===== config.mk =====
export PLATFORM = sky130hd
export DESIGN_NAME = rc_channel_frame_parser
export DESIGN_NICKNAME = d
export VERILOG_FILES = /design/src/rtl/rcfp_pkg.sv /design/src/rtl/rc_channel_frame_parser.sv /design/src/rtl/rcfp_parse.sv
export SDC_FILE = /design/constraint.sdc
export NUM_CORES = 1
export LEC_CHECK = 0
export CAP_MARGIN = 20
export CORE_ASPECT_RATIO = 1.4
export CORE_MARGIN = 2
export CORE_UTILIZATION = 45
export CTS_CLUSTER_SIZE = 25
export DETAILED_ROUTE_END_ITERATION = 6
export DONT_BUFFER_PORTS = 1
export HOLD_SLACK_MARGIN = 0.06
export PLACE_DENSITY_LB_ADDON = 0.3
export RECOVER_POWER = 100
export REMOVE_ABC_BUFFERS = 1
export SYNTH_ARGS = -nofsm -noshare
export SYNTH_HDL_FRONTEND = slang
export SYNTH_HIERARCHICAL = 1
export SYNTH_SLANG_ARGS = --single-unit
export TNS_END_PERCENT = 100

===== constraint.sdc =====
create_clock -name clk -period 3.3 [get_ports clk]
set_clock_uncertainty 0.05 [all_clocks]
set_input_delay 0.33 -clock clk [delete_from_list [all_inputs] [get_ports clk]]
set_output_delay 0.33 -clock clk [all_outputs]
set_load 0.05 [all_outputs]

===== src/rtl/rcfp_pkg.sv =====
// Shared types and constants for the RC channel frame parser.
// Used by rcfp_parse, rc_channel_frame_parser and rcfp_checker; depends on nothing.

package rcfp_pkg;

  localparam logic [7:0] HDR_DOLLAR      = 8'h24;
  localparam logic [7:0] HDR_R           = 8'h52;
  localparam logic [7:0] HDR_C           = 8'h43;
  localparam logic [7:0] LAST_CONTROL_CH = 8'd3;
  localparam logic [7:0] FIRST_CH        = 8'd0;

  // Index of the next expected frame byte, one-hot.
  typedef enum logic [6:0] {
    POS_DOLLAR = 7'b0000001,
    POS_R      = 7'b0000010,
    POS_C      = 7'b0000100,
    POS_CHAN   = 7'b0001000,
    POS_LOW    = 7'b0010000,
    POS_HIGH   = 7'b0100000,
    POS_CSUM   = 7'b1000000
  } pos_t;

  typedef struct packed {
    logic [7:0]  channel;
    logic [15:0] value;
    logic        is_control;
    logic        group_done;
    logic        group_start;
  } result_t;

endpackage


===== src/rtl/rc_channel_frame_parser.sv =====
// Top level of the RC channel frame parser: parse core plus output register and skid stage.
// Depends on rcfp_pkg and rcfp_parse.
//
//   channel   | direction | payload                                          | handshake
//   in_       | input     | data_byte[7:0]                                   | in_valid / in_stall
//   out_      | output    | channel[7:0] value[15:0] is_control group_done group_start | out_valid / out_stall
//
// One byte is taken per cycle while in_stall is low, and the parse state updates once per taken byte;
// a result (checksum match) is registered into the output register, or into the skid stage while stalled.
// Reset (rst_n low at a clock edge) returns to awaiting '$' and empties both output slots.
// While out_stall holds, a second result waits in the skid stage; in_stall rises only when
// that skid stage is full.

module rc_channel_frame_parser (
  input  logic        clk,
  input  logic        rst_n,
  input  logic        in_valid,
  output logic        in_stall,
  input  logic [7:0]  in_data_byte,
  output logic        out_valid,
  input  logic        out_stall,
  output logic [7:0]  out_channel,
  output logic [15:0] out_value,
  output logic        out_is_control,
  output logic        out_group_done,
  output logic        out_group_start
);

  logic              in_acc;
  logic              res_vld;
  rcfp_pkg::result_t res;

  logic              out_vld_r, out_vld_nxt;
  logic              skid_vld_r, skid_vld_nxt;
  rcfp_pkg::result_t out_data_r, out_data_nxt;
  rcfp_pkg::result_t skid_data_r, skid_data_nxt;

  assign in_stall = skid_vld_r;
  assign in_acc   = in_valid && !skid_vld_r;

  rcfp_parse u_parse (
    .clk       (clk),
    .rst_n     (rst_n),
    .byte_vld  (in_acc),
    .data_byte (in_data_byte),
    .res_vld   (res_vld),
    .res       (res)
  );

  always_comb begin
    out_vld_nxt   = out_vld_r;
    out_data_nxt  = out_data_r;
    skid_vld_nxt  = skid_vld_r;
    skid_data_nxt = skid_data_r;
    if (!out_vld_r || !out_stall) begin
      // output slot frees: drain skid first, else take the new result
      if (skid_vld_r) begin
        out_vld_nxt  = 1'b1;
        out_data_nxt = skid_data_r;
        skid_vld_nxt = 1'b0;
      end else begin
        out_vld_nxt  = res_vld;
        out_data_nxt = res;
      end
    end else if (res_vld) begin
      // output held: park the new result in the skid stage
      skid_vld_nxt  = 1'b1;
      skid_data_nxt = res;
    end
  end

  always_ff @(posedge clk) begin
    if (!rst_n) begin
      out_vld_r  <= 1'b0;
      skid_vld_r <= 1'b0;
    end else begin
      out_vld_r  <= out_vld_nxt;
      skid_vld_r <= skid_vld_nxt;
    end
  end

  always_ff @(posedge clk) begin
    out_data_r  <= out_data_nxt;
    skid_data_r <= skid_data_nxt;
  end

  assign out_valid       = out_vld_r;
  assign out_channel     = out_data_r.channel;
  assign out_value       = out_data_r.value;
  assign out_is_control  = out_data_r.is_control;
  assign out_group_done  = out_data_r.group_done;
  assign out_group_start = out_data_r.group_start;

endmodule


===== src/rtl/rcfp_parse.sv =====
// Frame parse state and result decode for the RC channel frame parser.
// Depends on rcfp_pkg.

module rcfp_parse (
  input  logic                clk,
  input  logic                rst_n,
  input  logic                byte_vld,
  input  logic [7:0]          data_byte,
  output logic                res_vld,
  output rcfp_pkg::result_t   res
);

  rcfp_pkg::pos_t pos_r, pos_nxt;
  logic [7:0]     xor_r, xor_nxt;
  logic [7:0]     chan_r, chan_nxt;
  logic [15:0]    value_r, value_nxt;

  always_comb begin
    pos_nxt   = pos_r;
    xor_nxt   = xor_r;
    chan_nxt  = chan_r;
    value_nxt = value_r;
    res_vld   = 1'b0;
    unique case (pos_r)
      rcfp_pkg::POS_R: begin
        if (data_byte == rcfp_pkg::HDR_R) begin
          xor_nxt = xor_r ^ data_byte;
          pos_nxt = rcfp_pkg::POS_C;
        end else begin
          xor_nxt = 8'h00;
          pos_nxt = rcfp_pkg::POS_DOLLAR;
        end
      end
      rcfp_pkg::POS_C: begin
        if (data_byte == rcfp_pkg::HDR_C) begin
          xor_nxt = xor_r ^ data_byte;
          pos_nxt = rcfp_pkg::POS_CHAN;
        end else begin
          xor_nxt = 8'h00;
          pos_nxt = rcfp_pkg::POS_DOLLAR;
        end
      end
      rcfp_pkg::POS_CHAN: begin
        chan_nxt = data_byte;
        xor_nxt  = xor_r ^ data_byte;
        pos_nxt  = rcfp_pkg::POS_LOW;
      end
      rcfp_pkg::POS_LOW: begin
        value_nxt = {8'h00, data_byte};
        xor_nxt   = xor_r ^ data_byte;
        pos_nxt   = rcfp_pkg::POS_HIGH;
      end
      rcfp_pkg::POS_HIGH: begin
        value_nxt = {data_byte, value_r[7:0]};
        xor_nxt   = xor_r ^ data_byte;
        pos_nxt   = rcfp_pkg::POS_CSUM;
      end
      rcfp_pkg::POS_CSUM: begin
        // emit only on a matching checksum, restart either way
        res_vld = byte_vld && (xor_r == data_byte);
        xor_nxt = 8'h00;
        pos_nxt = rcfp_pkg::POS_DOLLAR;
      end
      default: begin
        // awaiting '$'; a mismatching byte is dropped
        if (data_byte == rcfp_pkg::HDR_DOLLAR) begin
          value_nxt = 16'h0000;
          xor_nxt   = rcfp_pkg::HDR_DOLLAR;
          pos_nxt   = rcfp_pkg::POS_R;
        end else begin
          xor_nxt = 8'h00;
          pos_nxt = rcfp_pkg::POS_DOLLAR;
        end
      end
    endcase
  end

  always_comb begin
    res.channel     = chan_r;
    res.value       = value_r;
    res.is_control  = (chan_r <= rcfp_pkg::LAST_CONTROL_CH);
    res.group_done  = (chan_r == rcfp_pkg::LAST_CONTROL_CH);
    res.group_start = (chan_r == rcfp_pkg::FIRST_CH);
  end

  always_ff @(posedge clk) begin
    if (!rst_n) begin
      pos_r <= rcfp_pkg::POS_DOLLAR;
      xor_r <= 8'h00;
    end else if (byte_vld) begin
      pos_r <= pos_nxt;
      xor_r <= xor_nxt;
    end
  end

  // held channel and value are always written before a result uses them
  always_ff @(posedge clk) begin
    if (byte_vld) begin
      chan_r  <= chan_nxt;
      value_r <= value_nxt;
    end
  end

endmodule


==> results of run 1 <==
==> layer usage <==
metal / track usage, % / up-vias / part of all wire, %
met5: 0 / - / 0
met3: 4.182 / 16 / 4.9
met1: 17.44 / 1027 / 41
met2: 24.84 / 61 / 52
li1: - / 994 / -
met4: 6.776 / 0 / 2.3
==> cells by family (layout without fill, tap and decap cells) <==
group                     after synthesis  count (layout)  share of synthesized area (%)
DFF                                    95              95                          68.35
buffers and inverters                  13              33                          2.040
AOI/OAI and AO/OA                      23              23                          4.272
muxes                                  29              29                          9.022
xor gates and xnor gates               16              16                          3.570
and+or+nand+nor                        79              79                          12.75
==> worst register-to-register path, stage by stage, from the launching register on <==
cell and delay, ns:
dfxtp_1 0.42, nor4_1 0.67, nand4_1 0.17, nor3_1 0.31, and3_1 0.21, clkbuf_2 0.53
==> per-stage QoR <==
stage,area (um^2),cells
after floorplan,3856,245
after global placement,4034,356
after detailed placement,4034,356
after CTS,4400,380
after global routing,4307,380
final,4307,380
==> layout make-up <==
cell class / instances / area (um^2) / area share (%)
tap: 105 / 131.4 / 3.051
sequential: 95 / 2683 / 62.29
clock buffer: 9 / 225.2 / 5.230
clock inverter: 7 / 61.31 / 1.424
inverter: 3 / 11.26 / 0.2615
multi-input combinational: 147 / 1090 / 25.31
timing repair buffer: 14 / 105.1 / 2.440
==> registers in the layout, summed over array words and instances, names as in the netlist <==
signal           cells
out_valid            1
u_parse/chan_r       8
out_group_done       1
u_parse/pos_r        7
out_group_start      1
out_is_control       1
out_channel          8
in_stall             1
u_parse/xor_r        8
u_parse/value_r     16
skid_data_r         27
out_value           16
==> synthesized netlist by cell type (2+ instances only) <==
cell       instances
nand3_1            5
o2111ai_1          2
xnor2_1            8
a21oi_1            6
a211o_1            3
nand4b_1           2
and2_2             6
nor3_1             4
mux2_2            19
buf_6              2
nor2b_1            2
nor4bb_1           2
mux2i_1            2
clkinv_1           2
xor2_1             8
o21ai_0            4
clkbuf_1           3
and2_1            10
nor4_1             3
buf_2              4
edfxtp_1          78
nor3b_1            2
dfxtp_1           17
and3_1             4
nor4b_4            2
mux2_4             8
nand4_1            3
nand2_1           16
nor2_1            11
==> worst paths after layout <==
kind | depth (start not counted) | startpoint | endpoint | slack [ns]
hold / removal | 1 | rst_n | out_valid$_SDFFE_PN0P_ | 0.09
setup / recovery | 5 | u_parse/pos_r[3]$_SDFFE_PN0P_ | skid_data_r[8]$_DFFE_PP_ | 0.56
setup reg to reg | 5 | u_parse/pos_r[3]$_SDFFE_PN0P_ | skid_data_r[8]$_DFFE_PP_ | 0.56
hold reg to reg | 0 | u_parse/value_r[0]$_DFFE_PP_ | skid_data_r[3]$_DFFE_PP_ | 0.39
==> placed cells by master, fill, tap and decap left out, types with 5 or more instances in the layout <==
cell           netlist  final
a21oi_1              6      6
clkbuf_16            0      9
nand2_1             16     16
edfxtp_1            78     78
nand3_1              5      5
and2_0               0      8
xnor2_1              8      8
dfxtp_1             17     17
xor2_1               8      8
mux2_1               0      7
dlygate4sd3_1        0      8
mux2_2              19     18
and2_2               6      6
nor2_1              11     11
==> power breakdown <==
group	leakage (nW)	switching (mW)	internal [mW]	total [mW]
Combinational	0.471	0.0229	0.0223	0.0451
Sequential	0.920	0.00303	1.28	1.29
Clock	0.142	0.458	0.528	0.986
Total	1.53	0.484	1.83	2.32
==> summary.txt, run 1 <==
Outcome: finished, final reports clean
CP Capture Type: flop
Via Count: 2098
Setup_tns: 0 ns
Clock Sinks: 95
First-pass GRT wire length: 10740 um
CP max FO: 27
CP arrival: 2.66 ns
Layout Area Growth over Synthesis: 9.723%
PnR worst setup slack: 0.5586 ns
Clock insertion delay at the later pin of the skew report: 0.34 ns
Worst Hold Slack: 0.09096 ns
Worst Tran Pin Value: 1.398 ns
Post-synth EDFFs: 78
Die area: 9496 um^2
Initial Util: 46.13%
RSZ-0062 raised after global routing: false
Tot GR Track Use: 14.70%
Final setup vio count: 0
Pre-CTS setup slack: 0.9975 ns
PortBufs: 0
Share of layout cells above drive strength 1: 16.36%
Max-cap viol count: 0
WL/cell: 17.77 um
CP Data Required Time: 3.22 ns
Post-synth top area share: 59.67%
Critical path cell sequence: nor4_1, nand4_1, nor3_1, and3_1, clkbuf_2
Post-CTS Hold Buffers: 8
Htree depth: 3
Worst min path class: in -> reg
Net count, final: 282
Final Hold Viols: 0
RePlAce Congestion: 0.8778
LEAKAGE: 1.533 nW
Initial antenna violation count: 0
Post-synth ARST share: 0%
Rows: 40
Die X: 82.93 um
Pin count of the biggest net entering global routing: 30
Fillers: 739
Sequential element share of the synthesized area: 68.35%
CP max stage cell: nor4_1
Synthesized flop and latch total: 95
Tot Pwr: 2.316 mW
Synth Instances: 255
Fin. max-slew vios: 0
GRT overflow: 0
Crit path buffers/inverters: 1
Top-level port count: 41
Startpoint Class: flop
Remaining antenna violation count: 0
Average size of a mapped cell: 15.39 um^2
First-pass detailed-route iteration total: 4
Ant. Diodes: 0
Cell Pwr Density: 537.8 nW/um^2
Kind of critical path: reg -> reg
Clk pin slew, worst setup/hold paths: 0.07 ns
WL final: 6753 um
Core ar.: 8508 um^2
Slew HR: 5.456%
Core Util, Final: 50.62%
Mapped cell area: 3925 um^2
HPWL Detailed: 4390 um
CTS max path bufs: 2
Setup bufs post-CTS: 0
Distinct cells, synth: 46
Die Y: 114.5 um
Fmax: 364.8 MHz
Main area contributors after synthesis: edfxtp_1 60%, dfxtp_1 8.7%, mux2_2 5.5%
CP delay by family, top: simple AND/OR/NAND/NOR gates
Final period util: 83.07%
CP max stage delay: 0.67 ns
Cts bufs inserted: 9
Peak supply drop: 0.2893 mV
Synth area leader: edfxtp_1
CTS tree: yes
Initial drt markers: 83
Vias in the first global route: 2123
CTS Root Cell: clkbuf_16
DRC: 0
DR vias/cell: 5.521
PostCTS Resize Cnt: 0
Period minus WS final: 2.741 ns
Main flop type after synthesis: edfxtp_1
Yosys synthesis warning count: 6
(Power assumes the default switching activity.)
==> run 2: changes to the inputs <==
Clock period 3.3 ns to 2.5 ns, I/O delays scaled along.
==> summary.txt, run 2 (synthesis gave the netlist of run 1 again) <==
Outcome: finished, final reports clean
Ant. Diodes: 0
Worst R2R Path Depth: 5
Hold path endpoint: u_parse/value_r[15]$_DFFE_PP_
Worst R2R Setup Slack: 0.18 ns
CP Data Required Time: 2.47 ns
Core ar.: 8508 um^2
Clock insertion delay at the later pin of the skew report: 0.34 ns
Setup bufs post-CTS: 0
Core Util, Final: 51.38%
Most common cell after layout, fill and taps aside: edfxtp_1
Slew HR: 30.29%
CTS max path bufs: 2
Most frequent cells in the layout: 78 x edfxtp_1, 18 x mux2_2, 17 x dfxtp_1
Met1 Use GR: 18.71%
CP max stage delay: 0.44 ns
CP max stage cell: nor4_2
Met3 Usage GRT: 4.182%
First-pass detailed-route iteration total: 5
Kind of critical path: reg -> reg
Layout Area Growth over Synthesis: 11.38%
Die X: 82.93 um
Met2 Usage GRT: 25.86%
Hold Path Depth: 1
Net count, final: 286
Cts bufs inserted: 9
Largest Register: skid_data_r
DR vias/cell: 5.520
WL/cell: 18.19 um
CTS Root Cell: clkbuf_16
RePlAce Congestion: 0.8740
First-pass GRT wire length: 11320 um
Pin count of the biggest net entering global routing: 30
Tot GR Track Use: 15.61%
Final setup vio count: 0
Share of layout cells above drive strength 1: 18.35%
Remaining antenna violation count: 0
Initial Util: 46.13%
Vias in the first global route: 2133
Non-Filler Instances: 383
Crit path buffers/inverters: 1
Die Y: 114.5 um
CP max FO: 27
Rows: 40
Htree depth: 3
LEAKAGE: 1.547 nW
PostCTS Resize Cnt: 0
Post-CTS Hold Buffers: 9
GRT overflow: 0
Max reg flops: 27
Max-cap viol count: 0
Hold_sp: in_data_byte[7]
Top-level port count: 41
Initial drt markers: 151
Cell Pwr Density: 707.3 nW/um^2
Placed Cells: 358
DRC: 0
Peak supply drop: 0.5230 mV
Final Hold Viols: 0
Period minus WS final: 2.323 ns
Startpoint Class: flop
Clock Sinks: 95
WL final: 6967 um
Busiest layer in global routing: met2
Fmax: 430.4 MHz
R2R Path Start: u_parse/pos_r[4]$_SDFFE_PN0P_
CTS tree: yes
Initial antenna violation count: 0
HPWL Detailed: 4565 um
Via Count: 2114
CP Capture Type: flop
Critical R2R Capture: skid_data_r[5]$_DFFE_PP_
CP arrival: 2.29 ns
Final period util: 92.94%
CP delay by family, top: simple AND/OR/NAND/NOR gates
RSZ-0062 raised after global routing: false
Worst min path class: in -> reg
Die area: 9496 um^2
Worst Tran Pin Value: 1.038 ns
PortBufs: 0
Clk pin slew, worst setup/hold paths: 0.06 ns
Fin. max-slew vios: 0
Critical path cell sequence: nor4_2, nand4_1, nor3_1, and3_1, buf_6
-- run 2: area by class of cell --
| class | count | area (um^2) |
|---|---|---|
| sequential | 95 | 2683 |
| fill | 766 | 4136 |
| inverter | 3 | 11.26 |
| tap | 105 | 131.4 |
| multi-input combinational | 147 | 1114 |
| clock inverter | 5 | 58.81 |
| clock buffer | 10 | 229.0 |
| timing repair buffer | 18 | 145.1 |
-- run 2: per-stage QoR --
step | setup slack, ns | area (um^2) | total power, mW | hold WS, ns | setup TNS [ns]
after floorplan | -0.8342 | 3856 | 1.772 | 0.2989 | -35.42
after global placement | 0.3182 | 4061 | 1.782 | 0.2995 | 0
after detailed placement | 0.2517 | 4061 | 1.782 | 0.2997 | 0
after CTS | 0.2411 | 4439 | 3.119 | 0.06001 | 0
after global routing | 0.02315 | 4372 | 3.199 | 0.06110 | 0
final | 0.1766 | 4372 | 3.092 | 0.07339 | 0
-- run 2: how the worst max path moves through the flow --
| stage | start | endpoint | slack, ns | cells after the start |
|---|---|---|---|---|
| 3_5_place_dp | in_data_byte[1] | u_parse/value_r[12]$_DFFE_PP_ | 0.25 | 4 |
| 4_1_cts | u_parse/pos_r[1]$_SDFFE_PN0P_ | u_parse/value_r[15]$_DFFE_PP_ | 0.24 | 3 |
| 6_report | u_parse/pos_r[4]$_SDFFE_PN0P_ | skid_data_r[5]$_DFFE_PP_ | 0.18 | 5 |
| 5_1_grt | u_parse/pos_r[1]$_SDFFE_PN0P_ | u_parse/value_r[13]$_DFFE_PP_ | 0.02 | 3 |
| 3_3_place_gp | in_data_byte[1] | u_parse/value_r[12]$_DFFE_PP_ | 0.32 | 4 |
| 2_1_floorplan | in_stall$_SDFFE_PP0P_ | skid_data_r[0]$_DFFE_PP_ | -0.83 | 4 |
-- run 2: power breakdown --
part           total [mW]  internal, mW  leakage [nW]  switching (mW)
Combinational      0.0652        0.0331         0.492          0.0322
Clock                1.33         0.771         0.135           0.558
Sequential           1.70          1.69         0.920         0.00412
-- run 2: routing by layer --
| layer | vias to the layer above | routed length, um |
|---|---|---|
| met2 | 55 | 3452 |
| li1 | 998 | - |
| met3 | 14 | 258 |
| met5 | - | 0 |
| met1 | 1047 | 3087 |
| met4 | 0 | 169 |
